==> src/rtl/dsu_pkg.sv <==
// ----------------------------------------------------------------------------
// Disjoint-set union package
// Shared widths, operation codes and the command/status bundles that pass
// between the controller and the datapath.
// ----------------------------------------------------------------------------
package dsu_pkg;

  localparam int NODES   = 1024;
  localparam int NODE_W  = 10;
  localparam int COUNT_W = 11;
  localparam int STEP_W  = $clog2(NODES + 1);

  localparam logic [COUNT_W-1:0] COUNT_LIMIT = COUNT_W'(2 * NODES - 1);
  localparam logic [STEP_W-1:0]  STEP_LIMIT  = STEP_W'(NODES);

  typedef enum logic [1:0] {
    FUNC_MAKE  = 2'd0,
    FUNC_FIND  = 2'd1,
    FUNC_UNION = 2'd2
  } func_e;

  typedef enum logic [2:0] {
    FIN_NONE,
    FIN_NODE,
    FIN_CUR,
    FIN_RA,
    FIN_LINK
  } fin_e;

  typedef struct packed {
    logic load;
    logic make_wr;
    logic walk_init;
    logic walk_step;
    logic comp_init;
    logic comp_step;
    logic sel_b;
    logic save_ra;
    logic cnt_sel_b;
    logic lat_cnt_a;
    logic link;
    fin_e fin;
  } cmd_t;

  typedef struct packed {
    logic is_make;
    logic is_find;
    logic is_union;
    logic a_ok;
    logic b_ok;
    logic walk_done;
    logic comp_go;
    logic comp_more;
    logic same_root;
  } status_t;

  function automatic logic in_range(logic [NODE_W-1:0] n);
    return {1'b0, n} < (NODE_W + 1)'(NODES);
  endfunction

endpackage

==> src/rtl/dsu_ctrl.sv <==
// ----------------------------------------------------------------------------
// Disjoint-set union controller
// Sequences make, root walks, path compression and the union link step.
// ----------------------------------------------------------------------------
module dsu_ctrl (
  input  logic             clk_i,
  input  logic             rst_ni,
  input  logic             start,
  output logic             busy,
  output logic             done_o,
  input  dsu_pkg::status_t st_i,
  output dsu_pkg::cmd_t    cmd_o
);

  typedef enum logic [2:0] {
    S_IDLE,
    S_DISP,
    S_WALK,
    S_CINIT,
    S_CSTEP,
    S_NEXT,
    S_URB,
    S_ULINK
  } state_e;

  state_e state_q, state_d;
  logic   side_q, side_d;
  logic   done_q, done_d;

  always_comb begin
    state_d = state_q;
    side_d  = side_q;
    done_d  = 1'b0;
    cmd_o   = '0;
    cmd_o.fin = dsu_pkg::FIN_NONE;
    case (state_q)
      S_IDLE: begin
        if (start) begin
          cmd_o.load = 1'b1;
          side_d     = 1'b0;
          state_d    = S_DISP;
        end
      end
      S_DISP: begin
        if (st_i.is_make) begin
          cmd_o.make_wr = st_i.a_ok;
          cmd_o.fin     = dsu_pkg::FIN_NODE;
          done_d        = 1'b1;
          state_d       = S_IDLE;
        end else if ((st_i.is_find && st_i.a_ok) ||
                     (st_i.is_union && st_i.a_ok && st_i.b_ok)) begin
          cmd_o.walk_init = 1'b1;
          state_d         = S_WALK;
        end else begin
          cmd_o.fin = dsu_pkg::FIN_NODE;
          done_d    = 1'b1;
          state_d   = S_IDLE;
        end
      end
      S_WALK: begin
        cmd_o.walk_step = 1'b1;
        if (st_i.walk_done) begin
          state_d = S_CINIT;
        end
      end
      S_CINIT: begin
        cmd_o.comp_init = 1'b1;
        cmd_o.sel_b     = side_q;
        state_d         = st_i.comp_go ? S_CSTEP : S_NEXT;
      end
      S_CSTEP: begin
        cmd_o.comp_step = 1'b1;
        if (!st_i.comp_more) begin
          state_d = S_NEXT;
        end
      end
      S_NEXT: begin
        if (st_i.is_find) begin
          cmd_o.fin = dsu_pkg::FIN_CUR;
          done_d    = 1'b1;
          state_d   = S_IDLE;
        end else if (!side_q) begin
          cmd_o.save_ra   = 1'b1;
          cmd_o.walk_init = 1'b1;
          cmd_o.sel_b     = 1'b1;
          side_d          = 1'b1;
          state_d         = S_WALK;
        end else if (st_i.same_root) begin
          cmd_o.fin = dsu_pkg::FIN_RA;
          done_d    = 1'b1;
          state_d   = S_IDLE;
        end else begin
          state_d = S_URB;
        end
      end
      S_URB: begin
        cmd_o.lat_cnt_a = 1'b1;
        cmd_o.cnt_sel_b = 1'b1;
        state_d         = S_ULINK;
      end
      S_ULINK: begin
        cmd_o.link = 1'b1;
        cmd_o.fin  = dsu_pkg::FIN_LINK;
        done_d     = 1'b1;
        state_d    = S_IDLE;
      end
      default: begin
        state_d = S_IDLE;
      end
    endcase
  end

  always_ff @(posedge clk_i or negedge rst_ni) begin
    if (!rst_ni) begin
      state_q <= S_IDLE;
      side_q  <= 1'b0;
      done_q  <= 1'b0;
    end else begin
      state_q <= state_d;
      side_q  <= side_d;
      done_q  <= done_d;
    end
  end

  assign busy   = (state_q != S_IDLE);
  assign done_o = done_q;

endmodule

==> config.mk <==
export PLATFORM = sky130hd
export DESIGN_NAME = dsu_ctrl
export DESIGN_NICKNAME = d
export VERILOG_FILES = /design/src/rtl/dsu_pkg.sv /design/src/rtl/dsu_ctrl.sv
export SDC_FILE = /design/constraint.sdc
export NUM_CORES = 1
export LEC_CHECK = 0
export ABC_CLOCK_PERIOD_IN_PS = 1600
export CORE_AREA = 8 8 45 47
export CTS_CLUSTER_SIZE = 14
export DETAILED_ROUTE_END_ITERATION = 8
export DIE_AREA = 0 0 53 55
export DONT_BUFFER_PORTS = 1
export SLEW_MARGIN = 20
export SYNTH_ARGS = -nofsm -noshare
export SYNTH_HDL_FRONTEND = slang
export SYNTH_SLANG_ARGS = --single-unit
export TNS_END_PERCENT = 100
==> constraint.sdc <==
create_clock -name clk_i -period 1.6 [get_ports clk_i]
set_input_delay 0.24 -clock clk_i [delete_from_list [all_inputs] [get_ports clk_i]]
set_output_delay 0.24 -clock clk_i [all_outputs]
set_load 0.05 [all_outputs]
== Word level (Yosys, flattened, before mapping) ==
Index checks and enable logic that the tools add are counted.

* Bits in registers: 5
* Bits of input ports: 12
* Output and inout bits: 16
* Logic and storage cells: 66

* Eq/ne operators: 11
* Mux-type cells: 43
* Reductions and logical operators: 9

{| class="wikitable"
|+ Operators by type and width
! kind !! number
|-
| $pmux W3 S8 || 1
|-
| $mux W1 || 23
|-
| $mux W3 || 7
|-
| $mux W2 || 7
|-
| $eq A3 B3 Y1 const B || 4
|-
| $pmux W3 S3 || 1
|-
| $ne A2 B2 Y1 const B || 4
|-
| $eq A3 B2 Y1 const B || 2
|-
| $pmux W1 S2 || 3
|-
| $reduce_and A3 Y1 || 2
|-
| $eq A3 B1 Y1 const B || 1
|-
| $logic_and A1 B1 Y1 || 3
|-
| $logic_not A3 Y1 || 1
|-
| $pmux W1 S3 || 1
|-
| $reduce_bool A3 Y1 || 1
|-
| $reduce_bool A2 Y1 || 1
|-
| $logic_or A1 B1 Y1 || 1
|}

== Logic depth before layout (Yosys ltp) ==
Gate-level depths: netlist of run 1.

* Depth in word-level cells: 6
* Mapped depth: 4
* Mapped depth without buffers: 3

== Worst setup path after synthesis of run 1 ==
OpenSTA, ideal clock, no wires.

* Kind: flip-flop to output port
* Start: register state_q[0]
* End: output port cmd_o[5] in the netlist's numbering
* Data arrival time: 1777 ps
* Required time: 1360 ps
* Path slack: -417 ps
* Cell stages (with the launch flop): 5
* Buffers on the path: 2
* Path through: dfrtp_1 > clkbuf_1 > nand2b_1 > nor2_1 > buf_4

{| class="wikitable"
|+ RTL lines
! item !! RTL line !! RTL
|-
| start: declaration || dsu_ctrl.sv:26 || <nowiki>state_e state_q, state_d;</nowiki>
|-
| start signal: assignment || dsu_ctrl.sv:119 || <nowiki>state_q <= state_d;</nowiki>
|-
| end: declaration || dsu_ctrl.sv:12 || <nowiki>output dsu_pkg::cmd_t cmd_o</nowiki>
|}

==> impl_metrics.csv, run 1 <==
group,metric,value,unit
outcome,status,"complete, but fails checks",
outcome,violations,"setup timing",
min_path,whs_path_depth,2,
logic_synthesis,synth_largest_area_cell,"dfrtp_1",
global_route,grt_max_degree,16,
logic_synthesis,synthSimpleGateAreaFrac,0.343,
die,initial_core_util,0.314,
sta,slew_headroom,0.701,
sta,holdWs,0.214,ns
logic_synthesis,synth_compound_area_frac,0.245,
critical_path,critPathLaunchType,"flip-flop",
die,die_h,55,um
clock_tree,cts_root_buf,"clkbuf_4",
finish,final_layout_size_suffix_gt1_frac,0.587,
die,core_area,1380,um2
finish,area_delta_synth_final,79.8,%
route,routed_via_density,5.36,
sta,final_max_slew_viol_count,0,
critical_path,r2r-end,"state_q[0]",
logic_synthesis,synth_fa_ha_area_frac,0,
finish,final_cell_mix,"10 x buf_4, 7 x buf_12, 4 x nand2_1, 4 x dfrtp_1",
logic_synthesis,synth_xor_area_frac,0,
global_route,grt_pass1_vias,539,
logic_synthesis,synth.area.mux_share,0.0259,
sta,skew,0.00696,ns
die,die-area,2920,um2
critical_path,reg2reg_depth,5,
critical_path,path_max_fanout,3,
placed_design,port_buffers,0,
run,max-cap-violations,0,
placed_design,gp_congestion,0.742,
critical_path,crit_arrival,1.50,ns
logic_synthesis,synth.area.top_cells,"dfrtp_1 29%, nor2_1 6.1%, o21ai_0 4.6%, o311ai_0 4.0%, buf_4 3.5%",
route,vias,488,
logic_synthesis,yosysWarnings,0,
sta,grt_setup_unrepaired,"true",
critical_path,crit_end,"cmd_o[11]",
global_route,overflow,0,
logic_synthesis,syn_avg_cell_area,7.89,um2
clock_tree,path_clk_slew,0.05,ns
power_and_ir_drop,p_leak,0.324,nW
power_and_ir_drop,peakVddDrop,0.889,mV
finish,multiInputGateArea,330,um2
min_path,hold_class,"primary input to flip-flop",
clock_tree,clk_latency,0.24,ns
logic_synthesis,syn-num-nets,67,
critical_path,worstSetupStartpoint,"state_q[2]",
finish,final_common_cell,"buf_4",
finish,nets,88,
clock_tree,cts_tree,"done",
logic_synthesis,yosysSeqAreaShare,0.288,
logic_synthesis,synth_top_area_frac,0.288,
placed_design,hpwl,1140,um
route,drc_errors,0,
die,rows,14,
clock_tree,htreeDepth,1,
route,dr.pass1.iters,3,
finish,regArea,126,um2
logic_synthesis,synth_flop_cell,"dfrtp_1",
sta,setup_slack,-0.143,ns
global_route,grt.total_usage,0.106,
critical_path,worstPathRequired,1.36,ns
global_route,grt_pass1_wl,2330,um
logic_synthesis,synth_top_family_by_area,"simple AND/OR/NAND/NOR gates",
logic_synthesis,synth_edf_count,0,
logic_synthesis,synthArstFlopShare,1.00,
route,detail-route-antenna-nets,0,
clock_tree,cts_buffers,3,
logic_synthesis,synth-seq-cells,5,
finish,diodes,0,
route,finalWirelength,1400,um
placed_design,pre_cts_slack,0.0321,ns
power_and_ir_drop,powerDensity,1650,nW/um2
sta,period_share,1.09,
logic_synthesis,yosysUniqueCellTypes,29,
critical_path,reg2reg_from,"state_q[2]",
global_route,antenna_found_initial,0,
sta,max_freq,0.574,GHz
die,io_pins,28,
finish,fillCellCount,125,
logic_synthesis,synth_area,434,um2
clock_tree,cts.path.max_buffers,2,
route,wl_per_cell,15.4,um
die,die_w,53,um
sta,setup_viol,12,
critical_path,r2r_slack,0.08,ns
sta,hold_viol,0,
route,drt_iter0_drc,6,
clock_tree,cts_sinks,5,
sta,finalCriticalPeriod,1.74,ns
critical_path,end_kind,"output port",
sta,worst_slew_pin_slew,0.449,ns
logic_synthesis,synth_cells,55,
critical_path,criticalPathCategory,"flip-flop to output port",
repair_timing:
action	in CTS	in global routing
endpoints found under the setup margin	11	14
setup buffers	0	1
endpoints found under the hold margin	5	0
hold buffers	1	0
gates resized for setup	11	4
pin swaps	4	0
area by class of cell:
class | instances | share of cell area
multi-input combinational | 41 | 0.423
timing repair buffer | 21 | 0.332
sequential | 5 | 0.162
clock buffer | 4 | 0.0337
tap | 16 | 0.0256
inverter | 4 | 0.0240
power by group:
group          switching [mW]  internal (mW)  total (mW)
sequential             0.0787          0.170       0.249
combinational           0.521          0.371       0.892
clock                  0.0510         0.0943       0.145
flip-flops by register name (all words and copies together) (netlist names):
signal,count
state_q,3
done_o,1
side_q,1
how the worst min path moves through the flow:
| stage | start | end |
|---|---|---|
| after detailed placement | rst_ni | done_o |
| after CTS | st_i[3] | state_q[0] |
| final | st_i[3] | state_q[0] |
| after global routing | st_i[1] | state_q[0] |
| after floorplan | rst_ni | done_o |
| after global placement | rst_ni | done_o |
synth_stat cells, types with 2 or more instances:
master / count
and3_1: 2
buf_4: 2
o311ai_0: 2
nand2_1: 4
o21ai_0: 4
nor3_1: 2
nand2b_1: 2
nand3b_1: 2
dfrtp_1: 5
nor2_1: 7
inv_1: 4
clkbuf_1: 2
critical path, stage by stage, from the launching register on:
cell and delay (ns):
dfrtp_1 0.38, or4b_4 0.56, a21oi_4 0.17, buf_12 0.15
metrics by stage:
step	cell area (um2)	total power [mW]	utilization	setup TNS, ns	cells
final	781	1.29	0.564	-0.501	91
after global routing	781	1.36	0.564	-1.32	91
after CTS	759	1.27	0.549	-0.527	90
after detailed placement	694	1.05	0.502	0	85
after global placement	694	1.04	0.502	0	85
after floorplan	472	0.759	-	-0.287	55
per-layer routing:
layer,vias up,part of all wire,GRT usage
met1,231,0.37,0.103
met2,16,0.54,0.201
met3,2,0.073,0.0241
met4,0,0.012,0.0647
li1,239,-,-
met5,-,0,0
cells by family after synthesis:
logic type / after synthesis
AND/OR/NAND/NOR: 26
AO/OA/AOI/OAI: 14
buffers and inverters: 9
flip-flops: 5
multiplexers: 1
No activity file was read; power rests on OpenSTA's default activity.
==> run 2: changes to the inputs <==
Settings changed: ABC_AREA set to 1, GPL_ROUTABILITY_DRIVEN set to 0, GPL_TIMING_DRIVEN set to 0.
==> impl_metrics.csv, run 2 <==
group,metric,value,unit
route,drt_iter0_drc,6,
sta,skew,0.00672,ns
logic_synthesis,synth_area,392,um2
finish,largest_register_ff_count,3,
min_path,hold_class,"primary input to flip-flop",
sta,setup_slack,-0.148,ns
power_and_ir_drop,peakVddDrop,0.759,mV
finish,top_register,"state_q",
finish,nets,96,
finish,area_delta_synth_final,97.4,%
sta,holdWs,0.141,ns
sta,hold_viol,0,
finish,final_common_cell,"buf_4",
critical_path,worstPathRequired,1.36,ns
sta,finalCriticalPeriod,1.75,ns
clock_tree,cts.path.max_buffers,2,
critical_path,criticalPathCategory,"flip-flop to output port",
die,die-area,2920,um2
critical_path,crit_arrival,1.51,ns
logic_synthesis,synthArstFlopShare,1.00,
global_route,grt.total_usage,0.117,
clock_tree,cts_buffers,3,
logic_synthesis,synth_xor_area_frac,0,
logic_synthesis,synth_top_area_frac,0.319,
sta,period_share,1.09,
clock_tree,cts_tree,"done",
outcome,status,"complete, but fails checks",
sta,final_max_slew_viol_count,0,
logic_synthesis,synthSimpleGateAreaFrac,0.457,
sta,slew_headroom,0.446,
logic_synthesis,synth_compound_area_frac,0.0895,
logic_synthesis,synth_cells,62,
sta,setup_viol,10,
logic_synthesis,synth_flop_cell,"dfrtp_1",
critical_path,critPathLaunchType,"flip-flop",
finish,final_cell_mix,"11 x buf_4, 8 x nand2_1, 7 x nor2_4",
global_route,overflow,0,
power_and_ir_drop,p_total,1.68,mW
sta,grt_setup_unrepaired,"true",
clock_tree,clk_latency,0.26,ns
global_route,grt_pass1_wl,2390,um
global_route,grt_pass1_vias,530,
power_and_ir_drop,powerDensity,2170,nW/um2
route,finalWirelength,1840,um
logic_synthesis,yosysSeqAreaShare,0.319,
die,die_w,53,um
critical_path,path_max_fanout,4,
clock_tree,path_clk_slew,0.06,ns
logic_synthesis,synth_top_family_by_area,"simple AND/OR/NAND/NOR gates",
critical_path,r2r_slack,0.17,ns
die,io_pins,28,
critical_path,reg2reg_depth,4,
run,max-cap-violations,0,
sta,worst_slew_pin_slew,0.826,ns
logic_synthesis,yosysUniqueCellTypes,15,
critical_path,r2r-end,"side_q",
route,routed_via_density,5.20,
logic_synthesis,yosysMostFrequentCell,"nand2_1",
critical_path,worstSetupStartpoint,"state_q[2]",
power_and_ir_drop,p_leak,0.350,nW
outcome,violations,"setup timing",
logic_synthesis,synth-seq-cells,5,
logic_synthesis,syn-num-nets,74,
global_route,grt_max_degree,8,
logic_synthesis,synth.area.mux_share,0,
logic_synthesis,netlist_top_cells_count,"13 x nand2_1, 10 x nor2_1, 6 x inv_1, 6 x nand3_1",
clock_tree,htreeDepth,1,
finish,diodes,0,
route,wl_per_cell,18.6,um
sta,fin_tns_setup,-1.01,ns
logic_synthesis,synth.area.top_cells,"dfrtp_1 32%, nand2_1 12%, nor2_1 9.6%, nand3_1 7.7%, o21ai_1 6.4%",
critical_path,crit_end,"cmd_o[8]",
logic_synthesis,synth_fa_ha_area_frac,0,
finish,instances_no_fill,99,
die,core_area,1380,um2
finish,fillCellCount,129,
logic_synthesis,syn_avg_cell_area,6.32,um2
route,drc_errors,0,
die,rows,14,
critical_path,reg2reg_from,"state_q[1]",
sta,max_freq,0.572,GHz
placed_design,port_buffers,0,
finish,final_layout_size_suffix_gt1_frac,0.639,
route,detail-route-antenna-nets,0,
die,initial_core_util,0.283,
logic_synthesis,synth_edf_count,0,
logic_synthesis,synth_largest_area_cell,"dfrtp_1",
route,vias,515,
placed_design,hpwl,908,um
global_route,antenna_found_initial,0,
critical_path,end_kind,"output port",
clock_tree,cts_root_buf,"clkbuf_4",
placed_design,dp.cells,78,
die,die_h,55,um
clock_tree,cts_sinks,5,
route,dr.pass1.iters,4,
logic_synthesis,yosysWarnings,0,
run 2: changes by cell type after synthesis, moves of 3 or more:
| cell | delta |
|---|---|
| o21ai_1 | +5 |
| inv_2 | +4 |
| nand3_1 | +6 |
| nand2_1 | +9 |
| o21ai_0 | -4 |
| nor2_1 | +3 |
run 2: power by group:
part           internal (mW)  leakage (nW)  total (mW)  switching, mW
Combinational          0.398         0.272        1.18          0.780
Sequential             0.184        0.0594       0.333          0.150
Clock                 0.0917        0.0177       0.164         0.0727
run 2: how the worst min path moves through the flow:
stage	start	end	slack (ns)	cells after the start
6_report	st_i[7]	state_q[2]	0.14	3
5_1_grt	st_i[7]	state_q[2]	0.14	3
2_1_floorplan	rst_ni	done_o	-0.06	0
3_3_place_gp	rst_ni	done_o	-0.06	0
4_1_cts	st_i[7]	state_q[2]	0.12	3
3_5_place_dp	rst_ni	done_o	-0.06	0
run 2: through the flow:
stage,instance area (um2),util,setup WS (ns)
after floorplan,410,-,-0.107
after detailed placement,430,0.311,-0.240
final,773,0.559,-0.148
after global placement,430,0.311,-0.228
after CTS,692,0.500,-0.174
after global routing,773,0.559,-0.198
run 2: logic make-up (layout without fill, tap and decap cells):
logic type | count (synthesis) | count (layout)
flops | 5 | 5
simple gates | 38 | 38
compound gates | 7 | 7
buf+inv | 12 | 33
run 2: critical path: stages, from the launching register on:
cell,delay (ns)
dfrtp_2,0.41
inv_2,0.07
buf_4,0.13
nor3_2,0.62
run 2: metal layers:
| metal | GRT usage | vias up | wire [um] |
|---|---|---|---|
| li1 | - | 236 | - |
| met1 | 0.106 | 239 | 631 |
| met2 | 0.205 | 30 | 945 |
| met3 | 0.0668 | 10 | 191 |
| met4 | 0.0647 | 0 | 72 |
| met5 | 0 | - | 0 |
run 2: timing repair:
| action | CTS | global route |
|---|---|---|
| setup buffers | 12 | 4 |
| hold buffers | 1 | 0 |
| setup endpoints to repair | 15 | 12 |
| hold endpoints to repair | 5 | 0 |
| resized for setup | 34 | 12 |
| pin swaps | 8 | 8 |
run 2: area by class of cell:
class | instances | area (um2) | area share
plain buffers | 2 | 30.0 | 0.0388
clock buffers | 3 | 22.5 | 0.0291
clock inverters | 1 | 5.00 | 0.00647
inverters | 10 | 45.0 | 0.0583
multi-input cells | 45 | 372 | 0.481
flip-flops and latches | 5 | 130 | 0.168
well taps | 16 | 20.0 | 0.0259
repair buffers | 17 | 149 | 0.193
==> run 3: changes to the inputs <==
Settings changed: GPL_TIMING_DRIVEN 0 to unset, SETUP_SLACK_MARGIN set to 0.15.
==> impl_metrics.csv, run 3 (same netlist as run 2, synthesis figures left out) <==
group,metric,value,unit
outcome,status,"complete, but fails checks",
outcome,violations,"setup timing",
die,initial_core_util,0.283,
critical_path,critPathLaunchType,"flip-flop",
global_route,grt_pass1_wl,2040,um
sta,holdWs,0.146,ns
placed_design,hpwl,959,um
critical_path,end_kind,"output port",
die,rows,14,
clock_tree,path_clk_slew,0.05,ns
finish,nets,98,
global_route,grt_pass1_vias,457,
route,finalWirelength,1490,um
finish,final_common_cell,"nand2_1",
global_route,grt_max_degree,8,
finish,final_layout_size_suffix_gt1_frac,0.588,
finish,final_cell_mix,"11 x nand2_1, 9 x buf_6, 8 x buf_4",
critical_path,path_max_fanout,6,
route,routed_via_density,5.01,
sta,worst_slew_pin_slew,0.441,ns
sta,hold_viol,0,
critical_path,worstSetupStartpoint,"state_q[2]",
route,vias,506,
critical_path,worstPathRequired,1.36,ns
min_path,hold_class,"primary input to flip-flop",
die,die_h,55,um
clock_tree,clk_latency,0.25,ns
sta,max_freq,0.620,GHz
sta,skew,0.000235,ns
sta,slew_headroom,0.706,
critical_path,crit_arrival,1.37,ns
finish,top_register,"state_q",
global_route,overflow,0,
sta,final_max_slew_viol_count,0,
sta,setup_slack,-0.0121,ns
power_and_ir_drop,p_total,1.54,mW
critical_path,reg2reg_from,"state_q[1]",
power_and_ir_drop,powerDensity,2060,nW/um2
finish,area_delta_synth_final,90.4,%
clock_tree,cts_buffers,3,
finish,largest_register_ff_count,3,
sta,grt_setup_unrepaired,"true",
global_route,grt.total_usage,0.0974,
die,core_area,1380,um2
clock_tree,cts_root_buf,"clkbuf_4",
die,die_w,53,um
finish,diodes,0,
power_and_ir_drop,peakVddDrop,0.850,mV
power_and_ir_drop,p_leak,0.356,nW
global_route,antenna_found_initial,0,
route,dr.pass1.iters,4,
clock_tree,cts_tree,"done",
clock_tree,cts_sinks,5,
die,die-area,2920,um2
clock_tree,cts.path.max_buffers,2,
sta,period_share,1.01,
route,drc_errors,0,
critical_path,criticalPathCategory,"flip-flop to output port",
min_path,hold_path.startpoint,"st_i[7]",
placed_design,port_buffers,0,
run,max-cap-violations,0,
sta,setup_viol,2,
route,detail-route-antenna-nets,0,
route,wl_per_cell,14.7,um
clock_tree,htreeDepth,1,
route,drt_iter0_drc,12,
sta,finalCriticalPeriod,1.61,ns
die,io_pins,28,
==> run 3: metal layers <==
layer | global-route usage | wire, um | vias up
met2 | 0.158 | 773 | 28
li1 | - | - | 241
met5 | 0 | 0 | -
met3 | 0.0588 | 150 | 2
met1 | 0.105 | 554 | 235
met4 | 0.0259 | 9 | 0
==> run 3: path summary, 6_finish.rpt <==
path | end | slack [ns] | cells after the start
max | cmd_o[11] | -0.01 | 4
min | state_q[2] | 0.15 | 3
max reg2reg | side_q | 0.33 | 4
min reg2reg | state_q[2] | 0.64 | 2
max in group asynchronous | state_q[1] | 1.08 | 1
min in group asynchronous | done_o | 0.29 | 1
==> run 3: power breakdown <==
group	internal, mW	switching [mW]
Combinational	0.388	0.667
Clock	0.0950	0.0620
Sequential	0.184	0.142
==> run 3: worst max-delay path, cell delays in order, from the launching register on <==
cell,delay [ns]
dfrtp_2,0.47
nor3_4,0.27
nand3_2,0.12
o21ai_2,0.08
buf_6,0.17
==> run 3: area by class of cell <==
class,count,area (um2)
Fill cell,138,638
Multi-Input combinational cell,45,295
Timing Repair Buffer,21,231
Sequential cell,5,130
Inverter,10,42.5
Clock buffer,4,26.3
Tap cell,16,20.0
==> run 3: timing repair <==
action | in CTS | in global routing
hold buffers | 1 | 0
setup endpoints to repair | 12 | 13
endpoints found under the hold margin | 5 | 0
setup buffers | 6 | 3
pin swaps | 3 | 4
gates resized for setup | 17 | 11
cloned | 0 | 0
==> run 3: metrics by stage <==
step | instance area [um2] | util | cells | setup TNS (ns) | setup WS (ns)
floorplan | 420 | - | 62 | -0.452 | -0.126
global placement | 546 | 0.394 | 87 | 0 | 0.159
detailed placement | 546 | 0.394 | 87 | 0 | 0.181
CTS | 683 | 0.494 | 98 | 0 | 0.00408
global route | 746 | 0.539 | 101 | -0.244 | -0.0784
finish | 746 | 0.539 | 101 | -0.0201 | -0.0121
